### config.mk
export PLATFORM = sky130hd
export DESIGN_NAME = ibus_frame_receiver
export DESIGN_NICKNAME = d
export VERILOG_FILES = /design/src/rtl/ibfr_pkg.sv /design/src/rtl/ibfr_parser.sv /design/src/rtl/ibfr_out_reg.sv /design/src/rtl/ibus_frame_receiver.sv
export VERILOG_INCLUDE_DIRS = /design/src /design/src/rtl
export SDC_FILE = /design/constraint.sdc
export NUM_CORES = 1
export LEC_CHECK = 0
export ABC_AREA = 0
export BUFFER_PORTS_ARGS = -buffer_cell sky130_fd_sc_hd__buf_2
export CAP_MARGIN = 15
export CORE_ASPECT_RATIO = 0.6
export CORE_UTILIZATION = 45
export DETAILED_ROUTE_END_ITERATION = 10
export PLACE_DENSITY = 0.73
export SLEW_MARGIN = 30
export SYNTH_ARGS = -nofsm -noshare
export SYNTH_HDL_FRONTEND = slang
export SYNTH_SLANG_ARGS = --single-unit
### constraint.sdc
create_clock -name clk -period 10.45 [get_ports clk]
set_input_delay 0.5225 -clock clk [delete_from_list [all_inputs] [get_ports clk]]
set_output_delay 0.5225 -clock clk [all_outputs]
set_load 0.01 [all_outputs]
### src/rtl/assert_macros.svh
// Assertion macros for the RTL files.
// Define ASSERT_OFF to compile all assertions away.
`ifndef ASSERT_MACROS_SVH
`define ASSERT_MACROS_SVH

`ifndef ASSERT_OFF

// The condition holds at every clock edge outside reset.
`define ASSERT_ALWAYS(label, clock, reset, cond, msg) \
  label: assert property (@(posedge clock) disable iff (reset) (cond)) else $error(msg);

// Whenever the antecedent holds, the consequent holds in the same cycle.
`define ASSERT_IMPLIES(label, clock, reset, ante, cons, msg) \
  label: assert property (@(posedge clock) disable iff (reset) (ante) |-> (cons)) \
    else $error(msg);

`else

`define ASSERT_ALWAYS(label, clock, reset, cond, msg)
`define ASSERT_IMPLIES(label, clock, reset, ante, cons, msg)

`endif

`endif

### src/rtl/ibfr_pkg.sv
package ibfr_pkg;

  typedef logic [4:0]  pos_t;
  typedef logic [15:0] cksum_t;
  typedef logic [11:0] chan_t;
  typedef logic [3:0]  fsafe_t;
  typedef logic [7:0]  byte_t;

  localparam byte_t  HDR_FIRST      = 8'h20;
  localparam byte_t  HDR_SECOND     = 8'h40;
  localparam cksum_t CKSUM_INIT     = 16'hFFFF;
  localparam chan_t  THRESH_RESET   = 12'd1010;
  localparam int     NUM_CHAN       = 6;
  localparam int     NUM_CHAN_BYTES = 12;

  // Frame byte positions.
  localparam pos_t POS_HDR_FIRST  = 5'd0;
  localparam pos_t POS_HDR_SECOND = 5'd1;
  localparam pos_t POS_CHAN_FIRST = 5'd2;
  localparam pos_t POS_CHAN_LAST  = 5'd13;
  localparam pos_t POS_CKSUM_LO   = 5'd30;
  localparam pos_t POS_LAST       = 5'd31;

  // Register index on the configuration port.
  localparam logic REG_THRESH = 1'b0;

  typedef struct packed {
    logic                      frame_ok;
    chan_t [NUM_CHAN-1:0]      chans;
    fsafe_t                    failsafe;
    logic                      throttle_low;
  } result_t;

  typedef struct packed {
    logic at_last;     // next byte closes the frame
    logic frame_done;  // the closing byte is taken this cycle
  } parse_ev_t;

endpackage

### src/rtl/ibfr_parser.sv
module ibfr_parser (
  input  logic               clk,
  input  logic               rst,
  input  logic               take,
  input  ibfr_pkg::byte_t    rx_byte,
  input  ibfr_pkg::chan_t    threshold,
  output ibfr_pkg::parse_ev_t ev,
  output ibfr_pkg::result_t  result
);
  import ibfr_pkg::*;

  pos_t   pos, pos_next;
  cksum_t cksum, cksum_next;
  byte_t  chan_bytes [NUM_CHAN_BYTES];
  byte_t  cksum_lo;
  chan_t  held [NUM_CHAN];
  fsafe_t held_fsafe;

  pos_t            chan_off;
  logic [3:0]      chan_idx;
  logic            chan_wr;
  logic            ok;
  chan_t [NUM_CHAN-1:0] fresh;

  assign chan_off = pos - POS_CHAN_FIRST;
  assign chan_idx = chan_off[3:0];
  assign chan_wr  = take && (pos >= POS_CHAN_FIRST) && (pos <= POS_CHAN_LAST);

  always_comb begin
    pos_next   = pos;
    cksum_next = cksum;
    if (take) begin
      if (pos == POS_HDR_FIRST) begin
        if (rx_byte == HDR_FIRST) begin
          pos_next   = POS_HDR_SECOND;
          cksum_next = CKSUM_INIT - {8'h00, rx_byte};
        end
      end else if (pos == POS_HDR_SECOND) begin
        // A bad second byte restarts the hunt without being rechecked.
        if (rx_byte == HDR_SECOND) begin
          pos_next   = POS_CHAN_FIRST;
          cksum_next = cksum - {8'h00, rx_byte};
        end else begin
          pos_next   = POS_HDR_FIRST;
          cksum_next = CKSUM_INIT;
        end
      end else if (pos < POS_CKSUM_LO) begin
        pos_next   = pos + 5'd1;
        cksum_next = cksum - {8'h00, rx_byte};
      end else if (pos == POS_CKSUM_LO) begin
        pos_next = POS_LAST;
      end else begin
        pos_next   = POS_HDR_FIRST;
        cksum_next = CKSUM_INIT;
      end
    end
  end

  always_ff @(posedge clk) begin
    if (rst) begin
      pos   <= POS_HDR_FIRST;
      cksum <= CKSUM_INIT;
    end else begin
      pos   <= pos_next;
      cksum <= cksum_next;
    end
  end

  always_ff @(posedge clk) begin
    if (chan_wr) begin
      chan_bytes[chan_idx] <= rx_byte;
    end
    if (take && pos == POS_CKSUM_LO) begin
      cksum_lo <= rx_byte;
    end
  end

  assign ev.at_last    = (pos == POS_LAST);
  assign ev.frame_done = take && (pos == POS_LAST);

  assign ok = ({rx_byte, cksum_lo} == cksum);

  always_comb begin
    for (int i = 0; i < NUM_CHAN; i++) begin
      fresh[i] = {chan_bytes[2*i+1][3:0], chan_bytes[2*i]};
    end
  end

  always_comb begin
    result.frame_ok     = ok;
    result.throttle_low = ok && (fresh[2] < threshold);
    for (int i = 0; i < NUM_CHAN; i++) begin
      result.chans[i] = ok ? fresh[i] : held[i];
    end
    result.failsafe = ok ? chan_bytes[NUM_CHAN_BYTES-1][7:4] : held_fsafe;
  end

  always_ff @(posedge clk) begin
    if (rst) begin
      for (int i = 0; i < NUM_CHAN; i++) begin
        held[i] <= '0;
      end
      held_fsafe <= '0;
    end else if (ev.frame_done && ok) begin
      for (int i = 0; i < NUM_CHAN; i++) begin
        held[i] <= fresh[i];
      end
      held_fsafe <= chan_bytes[NUM_CHAN_BYTES-1][7:4];
    end
  end

endmodule

### src/rtl/ibfr_out_reg.sv
module ibfr_out_reg (
  input  logic              clk,
  input  logic              rst,
  input  logic              load,
  input  ibfr_pkg::result_t din,
  input  logic              res_stall,
  output logic              res_valid,
  output ibfr_pkg::result_t dout
);
  import ibfr_pkg::*;

  logic res_valid_next;

  always_comb begin
    res_valid_next = res_valid;
    if (load) begin
      res_valid_next = 1'b1;
    end else if (!res_stall) begin
      res_valid_next = 1'b0;
    end
  end

  always_ff @(posedge clk) begin
    if (rst) begin
      res_valid <= 1'b0;
    end else begin
      res_valid <= res_valid_next;
    end
  end

  always_ff @(posedge clk) begin
    if (load) begin
      dout <= din;
    end
  end

endmodule

### src/rtl/ibus_frame_receiver.sv
// Channel  Direction  Handshake            Payload
// rx       in         rx_valid / rx_stall  rx_byte
// res      out        res_valid/res_stall  frame_ok, chan_one..chan_six, failsafe_bits,
//                                          throttle_low
// cfg      in         APB write/read       throttle_low_threshold at address 0
//
// One byte is taken per cycle unless rx stalls; a frame of 32 bytes gives one result in the
// cycle after its last byte is taken, held in the result register.
// Reset is synchronous and returns the parser to header hunt with zero held values.
// rx stalls only when the last byte of a frame arrives while an earlier result
// still waits in a stalled result register; all other bytes are taken at once.
module ibus_frame_receiver (
  input  logic                   clk,
  input  logic                   rst,
  input  logic                   rx_valid,
  output logic                   rx_stall,
  input  logic [7:0]             rx_byte,
  output logic                   res_valid,
  input  logic                   res_stall,
  output logic                   frame_ok,
  output logic [11:0]            chan_one,
  output logic [11:0]            chan_two,
  output logic [11:0]            chan_three,
  output logic [11:0]            chan_four,
  output logic [11:0]            chan_five,
  output logic [11:0]            chan_six,
  output logic [3:0]             failsafe_bits,
  output logic                   throttle_low,
  input  logic                   psel,
  input  logic                   penable,
  input  logic                   pwrite,
  input  logic [2:0]             paddr,
  input  logic [31:0]            pwdata,
  output logic [31:0]            prdata,
  output logic                   pready
);
  import ibfr_pkg::*;

  chan_t     threshold;
  logic      take;
  logic      cfg_wr;
  parse_ev_t ev;
  result_t   result;
  result_t   res_q;

  assign pready = 1'b1;
  assign cfg_wr = psel && penable && pwrite && (paddr[2] == REG_THRESH);

  always_ff @(posedge clk) begin
    if (rst) begin
      threshold <= THRESH_RESET;
    end else if (cfg_wr) begin
      threshold <= pwdata[11:0];
    end
  end

  assign prdata = (paddr[2] == REG_THRESH) ? {20'd0, threshold} : 32'd0;

  assign rx_stall = res_valid && res_stall && ev.at_last;
  assign take     = rx_valid && !rx_stall;

  ibfr_parser u_parser (
    .clk       (clk),
    .rst       (rst),
    .take      (take),
    .rx_byte   (rx_byte),
    .threshold (threshold),
    .ev        (ev),
    .result    (result)
  );

  ibfr_out_reg u_out_reg (
    .clk       (clk),
    .rst       (rst),
    .load      (ev.frame_done),
    .din       (result),
    .res_stall (res_stall),
    .res_valid (res_valid),
    .dout      (res_q)
  );

  assign frame_ok      = res_q.frame_ok;
  assign chan_one      = res_q.chans[0];
  assign chan_two      = res_q.chans[1];
  assign chan_three    = res_q.chans[2];
  assign chan_four     = res_q.chans[3];
  assign chan_five     = res_q.chans[4];
  assign chan_six      = res_q.chans[5];
  assign failsafe_bits = res_q.failsafe;
  assign throttle_low  = res_q.throttle_low;

`include "assert_macros.svh"

  `ASSERT_IMPLIES(a_stall_only_full, clk, rst, rx_stall, res_valid && res_stall && ev.at_last, "rx stalled without a blocked result")
  `ASSERT_IMPLIES(a_res_from_last, clk, rst, $rose(res_valid), $past(ev.frame_done), "result appeared without a closing byte")
  `ASSERT_IMPLIES(a_low_needs_ok, clk, rst, res_valid && throttle_low, frame_ok, "throttle low flagged on a bad frame")
  `ASSERT_ALWAYS(a_no_overwrite, clk, rst, !(ev.frame_done && res_valid && res_stall), "result register overwritten while stalled")

endmodule

==> impl_metrics.ini, run 1 <==
[floorplan]
coreArea_mm2 = 0.0244
ios = 163
start_util = 0.463
die_w_um = 207
num_rows = 44
die_h_um = 125
die_area_mm2 = 0.0258

[pwr]
clkPwrFrac = 0.422
seqPwrFrac = 0.545
switching_share = 0.206
p_int_mw = 1.74
power_mw = 2.19
p_leak_nw = 4.78
ir_drop_v = 0.000109
power_density_mw_per_mm2 = 168
p_switching_uw = 451
p_comb_frac = 0.033

[cells_and_area]
final_common_cell = edfxtp_1
num_antenna_cells = 0
drive_above_1_share = 0.272
postLayoutCoreUtil = 0.534
final_cell_mix = edfxtp_1 (234), buf_2 (119), mux2_2 (76), and2_1 (74), nor2_1 (40)
syn_to_final_growth_pct = 15.4
finalNetCount = 975
nFillCells = 1991

[critical_path]
r2r_cells = 9
cp-end-kind = flip-flop
r2r_end = u_parser.held[0][3]
r2r_slack_ns = 7.24
cp_cell_sequence = ha_1, inv_1, nor3_1, ha_1, nand3_1, and2_1, and3_1, or2_4, buf_12
startpoint_type = flip-flop
crit_fanout = 40
crit_top_cell = ha_1
cp_data_required_time_ns = 10.67
path_class = flip-flop to flip-flop
crit_end = u_parser.held[0][3]
rr_startpoint = u_parser.pos[0]
startpoint = u_parser.pos[0]
crit_path_top_delay_cell = or2_4
critical-path-max-stage-delay_ns = 0.53
worstPathArrival_ns = 3.44

[synthesis]
ys_async_sr_fraction = 0
synth-seq-cells = 272
yosys.cell_types.count = 53
avgSynthCellArea_um2 = 14.7
synth_flop_cell = edfxtp_1
seq_area_frac_synth = 0.688
synth_edf_count = 234
yosysWarnings = 0
syn_inst = 770
syn_area_mm2 = 0.0113

[timing]
setup_tns_ns = 0
drv_slew = 0
fin_crit_sh = 0.308
maxSlewHeadroom = 0.358
max_freq_mhz = 311
hold_viol = 0
rsz0062_at_grt = no
finalClockSkew_ns = 0.0179
period_minus_slack_ns = 3.21
worst_slack_ns = 7.24
worst_slew_pin_slew_ns = 0.958
setup_viol = 0

[hold_path]
min_path_type = primary input to flip-flop
worstHoldPathCells = 2

[placed_design]
port_buffers = 119
dpl.hpwl_um = 14600
pre_cts_ws_ns = 7.09
place_congestion = 0.916

[grt]
grt_pass1_wl_um = 35700
grt_antenna_before_repair = 0
grt-ovfl-total = 0
grt_usage = 0.181
first_global_vias = 6208
grt_max_degree = 79

[cts]
hold_buffers = 0
cts-htree-levels = 1
cts_tree = done
cts.sinks = 272
numCtsBuffers = 25
cts_buffer_depth = 3
path_clk_slew_ns = 0.07
postCtsSetupRepairBufs = 0
clock_latency_ns = 0.54
cts_root_buf = clkbuf_16
post_cts_resized = 0

[routing]
ant_nets = 0
routedWlPerCell_um = 18.7
via_per_inst = 5.26
via_count = 6510
drtIter0Drc = 492
route.detailed.drc = 0
totalWireLength_um = 23200
drtPass1Iterations = 7

[run]
maxCapViolCount = 0

[run_status]
status = finished, final reports clean
## Yosys cell counts (2+ instances only)
cell type  count  area share
buf_2          5      0.0022
nand3_1        7      0.0031
mux2i_1        4      0.0035
or3_1          6      0.0033
dfxtp_1       38       0.067
xnor2_1       20       0.015
nand4b_1       2      0.0015
nor3_1        15      0.0066
a22o_1         2      0.0015
and2_1        74       0.041
and3_1         3      0.0017
a21o_1         4      0.0027
nor4_2         2      0.0022
nor2b_1        4      0.0022
a21oi_1       22      0.0097
nand3b_1       4      0.0027
o31ai_1        2      0.0013
a211o_1       10      0.0077
o21ai_0       11      0.0049
a211oi_1       5      0.0033
o21a_1         2      0.0013
clkbuf_1      21      0.0070
ha_1          28       0.031
nor4_1         3      0.0017
nand2b_1       8      0.0044
buf_4         21       0.014
conb_1         2     0.00066
mux2_2        76       0.076
nor4b_1        4      0.0031
xor2_1         3      0.0023
nand4_1        6      0.0033
nor2_1        40       0.013
and4b_1        2      0.0018
edfxtp_1     234        0.62
a31oi_1        4      0.0022
inv_1         32       0.011
nand2_1       27      0.0090
or2_2          2      0.0011
## power groups by stage
stage / sequential, mW / clock [mW] / combinational [mW]
6_report: 1.20 / 0.926 / 0.0732
5_1_grt: 1.20 / 0.983 / 0.0799
4_1_cts: 1.20 / 0.941 / 0.0732
3_5_place_dp: 1.22 / 0 / 0.0723
3_3_place_gp: 1.22 / 0 / 0.0703
2_1_floorplan: 1.22 / 0 / 0.0479
## critical path, delay by kind of cell (launching register included)
family | cells | cell delay (ns)
buf+inv | 2 | 0.48
flops | 1 | 0.38
fa+ha+maj | 2 | 0.49
simple gates | 5 | 1.49
## worst min path at each step
stage | startpoint | to
6_report | pwdata[7] | threshold[7]
3_3_place_gp | threshold[2] | threshold[2]
2_1_floorplan | threshold[10] | threshold[10]
3_5_place_dp | threshold[3] | threshold[3]
4_1_cts | pwdata[7] | threshold[7]
5_1_grt | pwdata[9] | threshold[9]
## stage by stage
step                      cells  instance area [um2]  hold WS [ns]
after floorplan             789                11400         0.436
after global placement     1190                12200         0.447
after detailed placement   1191                12200         0.455
after CTS                  1237                13100         0.169
after global routing       1237                13100         0.176
final                      1237                13100         0.190
## metal layers
| metal | share of wire | track usage | routed length (um) | vias up |
|---|---|---|---|---|
| met5 | 0 | 0 | 0 | - |
| met4 | 0.017 | 0.0374 | 384 | 0 |
| met3 | 0.068 | 0.0324 | 1580 | 32 |
| met2 | 0.41 | 0.252 | 9600 | 242 |
| met1 | 0.50 | 0.291 | 11600 | 3203 |
| li1 | - | - | - | 3033 |
## registers in the layout, summed over array words and instances, names as in the netlist
register / flops
u_out_reg.dout: 78
u_parser.chan_bytes: 76
u_parser.held: 72
u_parser.cksum: 16
threshold: 12
u_parser.cksum_lo: 8
u_parser.pos: 5
u_parser.held_fsafe: 4
u_out_reg.res_valid: 1
## cells by family after synthesis
family / synth area share
buffers and inverters: 0.0337
adder cells (fa/ha/maj): 0.0327
other: 0.000664
AND/OR/NAND/NOR: 0.105
XOR/XNOR: 0.0178
AO/OA/AOI/OAI: 0.0423
flip-flops: 0.688
multiplexers: 0.0792
## area by class of cell
class,instances,area [um2],area share
repair buffers,127,676,0.0517
well taps,322,403,0.0308
clock buffers,30,654,0.0501
multi-input cells,438,3250,0.249
flip-flops and latches,272,7790,0.596
clock inverters,16,175,0.0134
inverters,32,121,0.00929
Power figures use the tool's default switching activity.
==> inputs of run 2 (changes only) <==
==> constraint.sdc (replaced) <==
create_clock -name clk -period 3.32 [get_ports clk]
set_input_delay 0.166 -clock clk [delete_from_list [all_inputs] [get_ports clk]]
set_output_delay 0.166 -clock clk [all_outputs]
set_load 0.01 [all_outputs]
==> run 2 against run 1 <==
  * Highest routed layer unchanged
  * Cell count rose by 1.9%
  * Setup slack got worse by 6.8 ns
  * The flow now finishes with violations (design-rule violations)
  * Non-clock buffer count rose by 26
  * Register-to-register slack got worse by 6.8 ns
  * Utilization rose by 0.76 points
  * Combinational power rose to 3.4 times the previous value
  * Flip-flop and latch count did not move
==> impl_metrics.ini, run 2 (synthesized netlist as in run 1, its figures left out) <==
[pwr]
ir_drop_v = 0.000345
power_density_mw_per_mm2 = 517
p_leak_nw = 4.90
power_mw = 6.85

[critical_path]
r2r_slack_ns = 0.39
startpoint_type = flip-flop
crit_fanout = 13
path_buf_inv = 1
rr_startpoint = u_parser.pos[0]
startpoint = u_parser.pos[0]
path_class = flip-flop to flip-flop
cp_data_required_time_ns = 3.77
crit_path_top_delay_cell = a2111o_1
critical-path-max-stage-delay_ns = 0.52
r2r_end = u_parser.cksum[15]
r2r_cells = 10
cp_cell_sequence = ha_1, inv_1, nor3_1, ha_1, nand3_1, nand2_1, or3_4, a2111o_1, or3_1, nand3_1
worstPathArrival_ns = 3.39
cp_top_family = simple AND/OR/NAND/NOR gates
cp-end-kind = flip-flop

[cts]
cts_root_buf = clkbuf_16
cts-htree-levels = 1
cts_buffer_depth = 3
cts.sinks = 272
numCtsBuffers = 24
cts_tree = done
post_cts_resized = 0
postCtsSetupRepairBufs = 0
clock_latency_ns = 0.53
hold_buffers = 14
path_clk_slew_ns = 0.06

[grt]
grt-ovfl-total = 0
grt_pass1_wl_um = 35100
first_global_vias = 6026
grt_antenna_before_repair = 0
grt_max_degree = 73
grt_usage = 0.179

[floorplan]
die_area_mm2 = 0.0258
ios = 163
start_util = 0.463
die_h_um = 125
num_rows = 44
coreArea_mm2 = 0.0244
die_w_um = 207

[cells_and_area]
num_antenna_cells = 0
largest_reg_flops = 78
final_cell_mix = edfxtp_1 (234), buf_2 (119), mux2_2 (76), and2_1 (74), nor2_1 (40)
top_register = u_out_reg.dout
finalNetCount = 1000
drive_above_1_share = 0.278
final_common_cell = edfxtp_1
syn_to_final_growth_pct = 17.1
reg.largest.list = u_out_reg.dout (78), u_parser.chan_bytes (76), u_parser.held (72)

[placed_design]
dpl.hpwl_um = 15000
place_congestion = 0.888
pre_cts_ws_ns = 0.470
port_buffers = 119

[timing]
fin_crit_sh = 0.883
setup_tns_ns = 0
rsz0062_at_grt = no
setup_viol = 0
max_freq_mhz = 341
worst_slack_ns = 0.388
maxSlewHeadroom = 0.471
drv_slew = 0
period_minus_slack_ns = 2.93
worst_slew_pin_slew_ns = 0.794
finalClockSkew_ns = 0.0191
hold_viol = 0

[run_status]
status = finished with violations
violations = design-rule violations

[routing]
totalWireLength_um = 23200
drtPass1Iterations = 10
routedWlPerCell_um = 18.4
route.detailed.drc = 1
drtIter0Drc = 435
ant_nets = 0
via_per_inst = 5.16
via_count = 6502

[hold_path]
holdPathEnd = u_parser.cksum_lo[0]
hp-start = rx_byte[0]
min_path_type = primary input to flip-flop
worstHoldPathCells = 1

[run]
maxCapViolCount = 0
run 2: changes by cell type in the layout (fill, tap and decap cells not counted), sizes merged:
cell,delta
buf,+12
clkinvlp,-1
dlygate4sd3,+14
clkbuf,-2
clkinv,+1
inv,-1
run 2: worst reg2reg max path, stage by stage (launching register included):
cell      delay (ns)
dfxtp_1         0.40
ha_1            0.23
inv_1           0.18
nor3_1          0.09
ha_1            0.23
nand3_1         0.11
nand2_1         0.15
or3_4           0.51
a2111o_1        0.52
or3_1           0.38
nand3_1         0.08
run 2: cell type report:
cell class / count / area (um2)
Clock inverter: 15 / 168
Fill cell: 2018 / 11200
Clock buffer: 28 / 636
Multi-Input combinational cell: 438 / 3240
Inverter: 32 / 121
Timing Repair Buffer: 153 / 898
Sequential cell: 272 / 7790
Tap cell: 322 / 403
run 2: where the power goes:
group	internal (mW)	switching, mW
Clock	1.61	1.23
Combinational	0.0966	0.152
Sequential	3.75	0.0134
run 2: routing by layer:
metal	vias to the layer above	wire length, um	GRT usage
met5	-	0	0
met4	0	341	0.0352
met3	31	1450	0.0335
met2	192	9350	0.238
met1	3206	12000	0.299
li1	3073	-	-
run 2: metrics by stage:
stage	area, um2	instances	hold WS (ns)	util
after global placement	12300	1203	0.373	0.503
after floorplan	11400	789	0.265	-
after CTS	13300	1260	0.0108	0.542
final	13300	1260	0.0282	0.542
after global routing	13300	1260	0.0128	0.542
after detailed placement	12300	1203	0.376	0.503
run 2: worst max path at each step:
| stage | end | slack (ns) | cells past startpoint |
|---|---|---|---|
| final | u_parser.cksum[15] | 0.39 | 10 |
| after global routing | u_parser.cksum[13] | 0.23 | 10 |
| after CTS | u_parser.cksum[15] | 0.45 | 10 |
| after detailed placement | u_parser.cksum[15] | 0.47 | 10 |
| after global placement | u_parser.cksum[15] | 0.52 | 10 |
| after floorplan | u_out_reg.dout[0] | 0.05 | 8 |
==> inputs of run 3 (changes only) <==
==> constraint.sdc (replaced) <==
create_clock -name clk -period 3.32 [get_ports clk]
set_input_delay 0.332 -clock clk [delete_from_list [all_inputs] [get_ports clk]]
set_output_delay 0.332 -clock clk [all_outputs]
set_load 0.01 [all_outputs]
==> run 3 against run 2 <==
  * The run still ends with design-rule violations left
  * Combinational power down 2%
  * Flip-flop and latch count unchanged
  * Via count up 0.54%
  * Sequential share of layout area down 0.33 points
  * Critical path type unchanged
==> impl_metrics.ini, run 3 (synthesized netlist as in run 1, its figures left out) <==
[run_status]
status = finished with violations
violations = design-rule violations

[cts]
clock_latency_ns = 0.53
cts_buffer_depth = 3
cts-htree-levels = 1
cts_tree = done
post_cts_resized = 0
cts.sinks = 272
numCtsBuffers = 25
cts_root_buf = clkbuf_16
path_clk_slew_ns = 0.07

[pwr]
p_leak_nw = 4.93
ir_drop_v = 0.000409
power_density_mw_per_mm2 = 530

[critical_path]
rr_startpoint = u_parser.pos[0]
worstPathArrival_ns = 3.36
r2r_cells = 10
cp-end-kind = flip-flop
r2r_slack_ns = 0.43
crit_fanout = 13
r2r_end = u_parser.cksum[15]
path_class = flip-flop to flip-flop
startpoint_type = flip-flop
cp_data_required_time_ns = 3.79

[hold_path]
worstHoldPathCells = 3
holdPathEnd = threshold[0]
hp-start = pwdata[0]
min_path_type = primary input to flip-flop

[placed_design]
place_congestion = 0.907
pre_cts_ws_ns = 0.521
dpl.hpwl_um = 15500
placed_cell_area_mm2 = 0.0124
port_buffers = 119

[routing]
via_per_inst = 5.18
ant_nets = 0
routed-wl-met3_um = 1700
via_count = 6537
routedWlPerCell_um = 18.4
highest_layer = met4
drt-met1-wl_um = 11900
route.detailed.drc = 8
drtPass1Iterations = 7
met2_wirelength_um = 9250
drtIter0Drc = 531
totalWireLength_um = 23200

[timing]
holdWs_ns = 0.0441
maxSlewHeadroom = 0.482
period_minus_slack_ns = 2.89
worst_slack_ns = 0.427
setup_viol = 0
rsz0062_at_grt = no
max_freq_mhz = 346
setup_tns_ns = 0
drv_slew = 0
finalClockSkew_ns = 0.0130
hold_viol = 0
worst_slew_pin_slew_ns = 0.777
fin_crit_sh = 0.871

[cells_and_area]
final_cell_mix = edfxtp_1 (234), buf_2 (119), mux2_2 (76), and2_1 (74), nor2_1 (40)
reg.largest.list = u_out_reg.dout (78), u_parser.chan_bytes (76), u_parser.held (72)
drive_above_1_share = 0.281
finalNetCount = 999
top_register = u_out_reg.dout
seq_area_mm2 = 0.00779
final_common_cell = edfxtp_1
postLayoutCoreUtil = 0.545
largest_reg_flops = 78
multi_input_area_mm2 = 0.00324
postLayoutCellArea_mm2 = 0.0133
nFillCells = 1999
num_antenna_cells = 0
syn_to_final_growth_pct = 17.7

[floorplan]
die_h_um = 125
ios = 163
die_w_um = 207
die_area_mm2 = 0.0258
num_rows = 44
coreArea_mm2 = 0.0244
start_util = 0.463

[grt]
grt_max_degree = 73
grt_usage = 0.180
first_global_vias = 5997
grt_antenna_before_repair = 0
grt-ovfl-total = 0
grt_pass1_wl_um = 35200

[run]
maxCapViolCount = 0
run 3: cell count changes in the layout (fill, tap and decap cells not counted):
cell           before  now
buf_12              1    4
buf_4              19   21
bufinv_16           3    5
clkbuf_1            2    8
clkbuf_16          24   25
clkbuf_8            2    1
clkinv_1            2    1
clkinv_2            7    4
clkinv_4            1    0
clkinv_8            1    0
dlygate4sd3_1      14    7
inv_16              0    1
run 3: metrics by stage:
stage	std cells	power (mW)
2_1_floorplan	789	3.98
3_3_place_gp	1208	4.07
3_5_place_dp	1208	4.07
4_1_cts	1261	7.12
5_1_grt	1261	7.29
6_report	1261	7.06
run 3: final cells by class:
cell class,count,share of cell area
Timing Repair Buffer,151,0.0678
Clock inverter,12,0.0153
Multi-Input combinational cell,438,0.243
Clock buffer,34,0.0502
Sequential cell,272,0.584
Tap cell,322,0.0302
Inverter,32,0.00911
run 3: worst max path at each step:
stage,start,end,slack [ns],cells after the start
3_5_place_dp,u_parser.pos[0],u_parser.cksum[15],0.52,10
2_1_floorplan,u_parser.pos[0],u_out_reg.dout[0],0.05,8
5_1_grt,u_parser.pos[0],u_parser.cksum[15],0.29,10
6_report,u_parser.pos[0],u_parser.cksum[15],0.43,10
3_3_place_gp,u_parser.pos[0],u_parser.cksum[15],0.57,10
4_1_cts,u_parser.pos[0],u_parser.cksum[15],0.45,10
run 3: critical path, cell delays in order, from the launching register on:
cell and delay [ns]:
dfxtp_1 0.38, ha_1 0.22, inv_1 0.16, nor3_1 0.09, ha_1 0.23, nand3_1 0.13
nand2_1 0.15, or3_4 0.50, a2111o_1 0.51, or3_1 0.37, nand3_1 0.08
run 3: metal layers:
| metal | GRT usage | vias up |
|---|---|---|
| li1 | - | 3077 |
| met1 | 0.299 | 3210 |
| met4 | 0.0352 | 0 |
| met3 | 0.0372 | 36 |
| met5 | 0 | - |
| met2 | 0.237 | 214 |
run 3: power by group:
part           switching (mW)  leakage (nW)  total [mW]  internal [mW]
combinational           0.148          2.04       0.242         0.0942
sequential             0.0139          2.46        3.76           3.75
clock                    1.24         0.419        3.06           1.82
total                    1.40          4.93        7.06           5.66
run 3: what timing repair did:
item                       CTS  global route
hold buffers                 7             0
buffers inserted             0             0
setup endpoints to repair    0             0
hold endpoints to repair     7             0
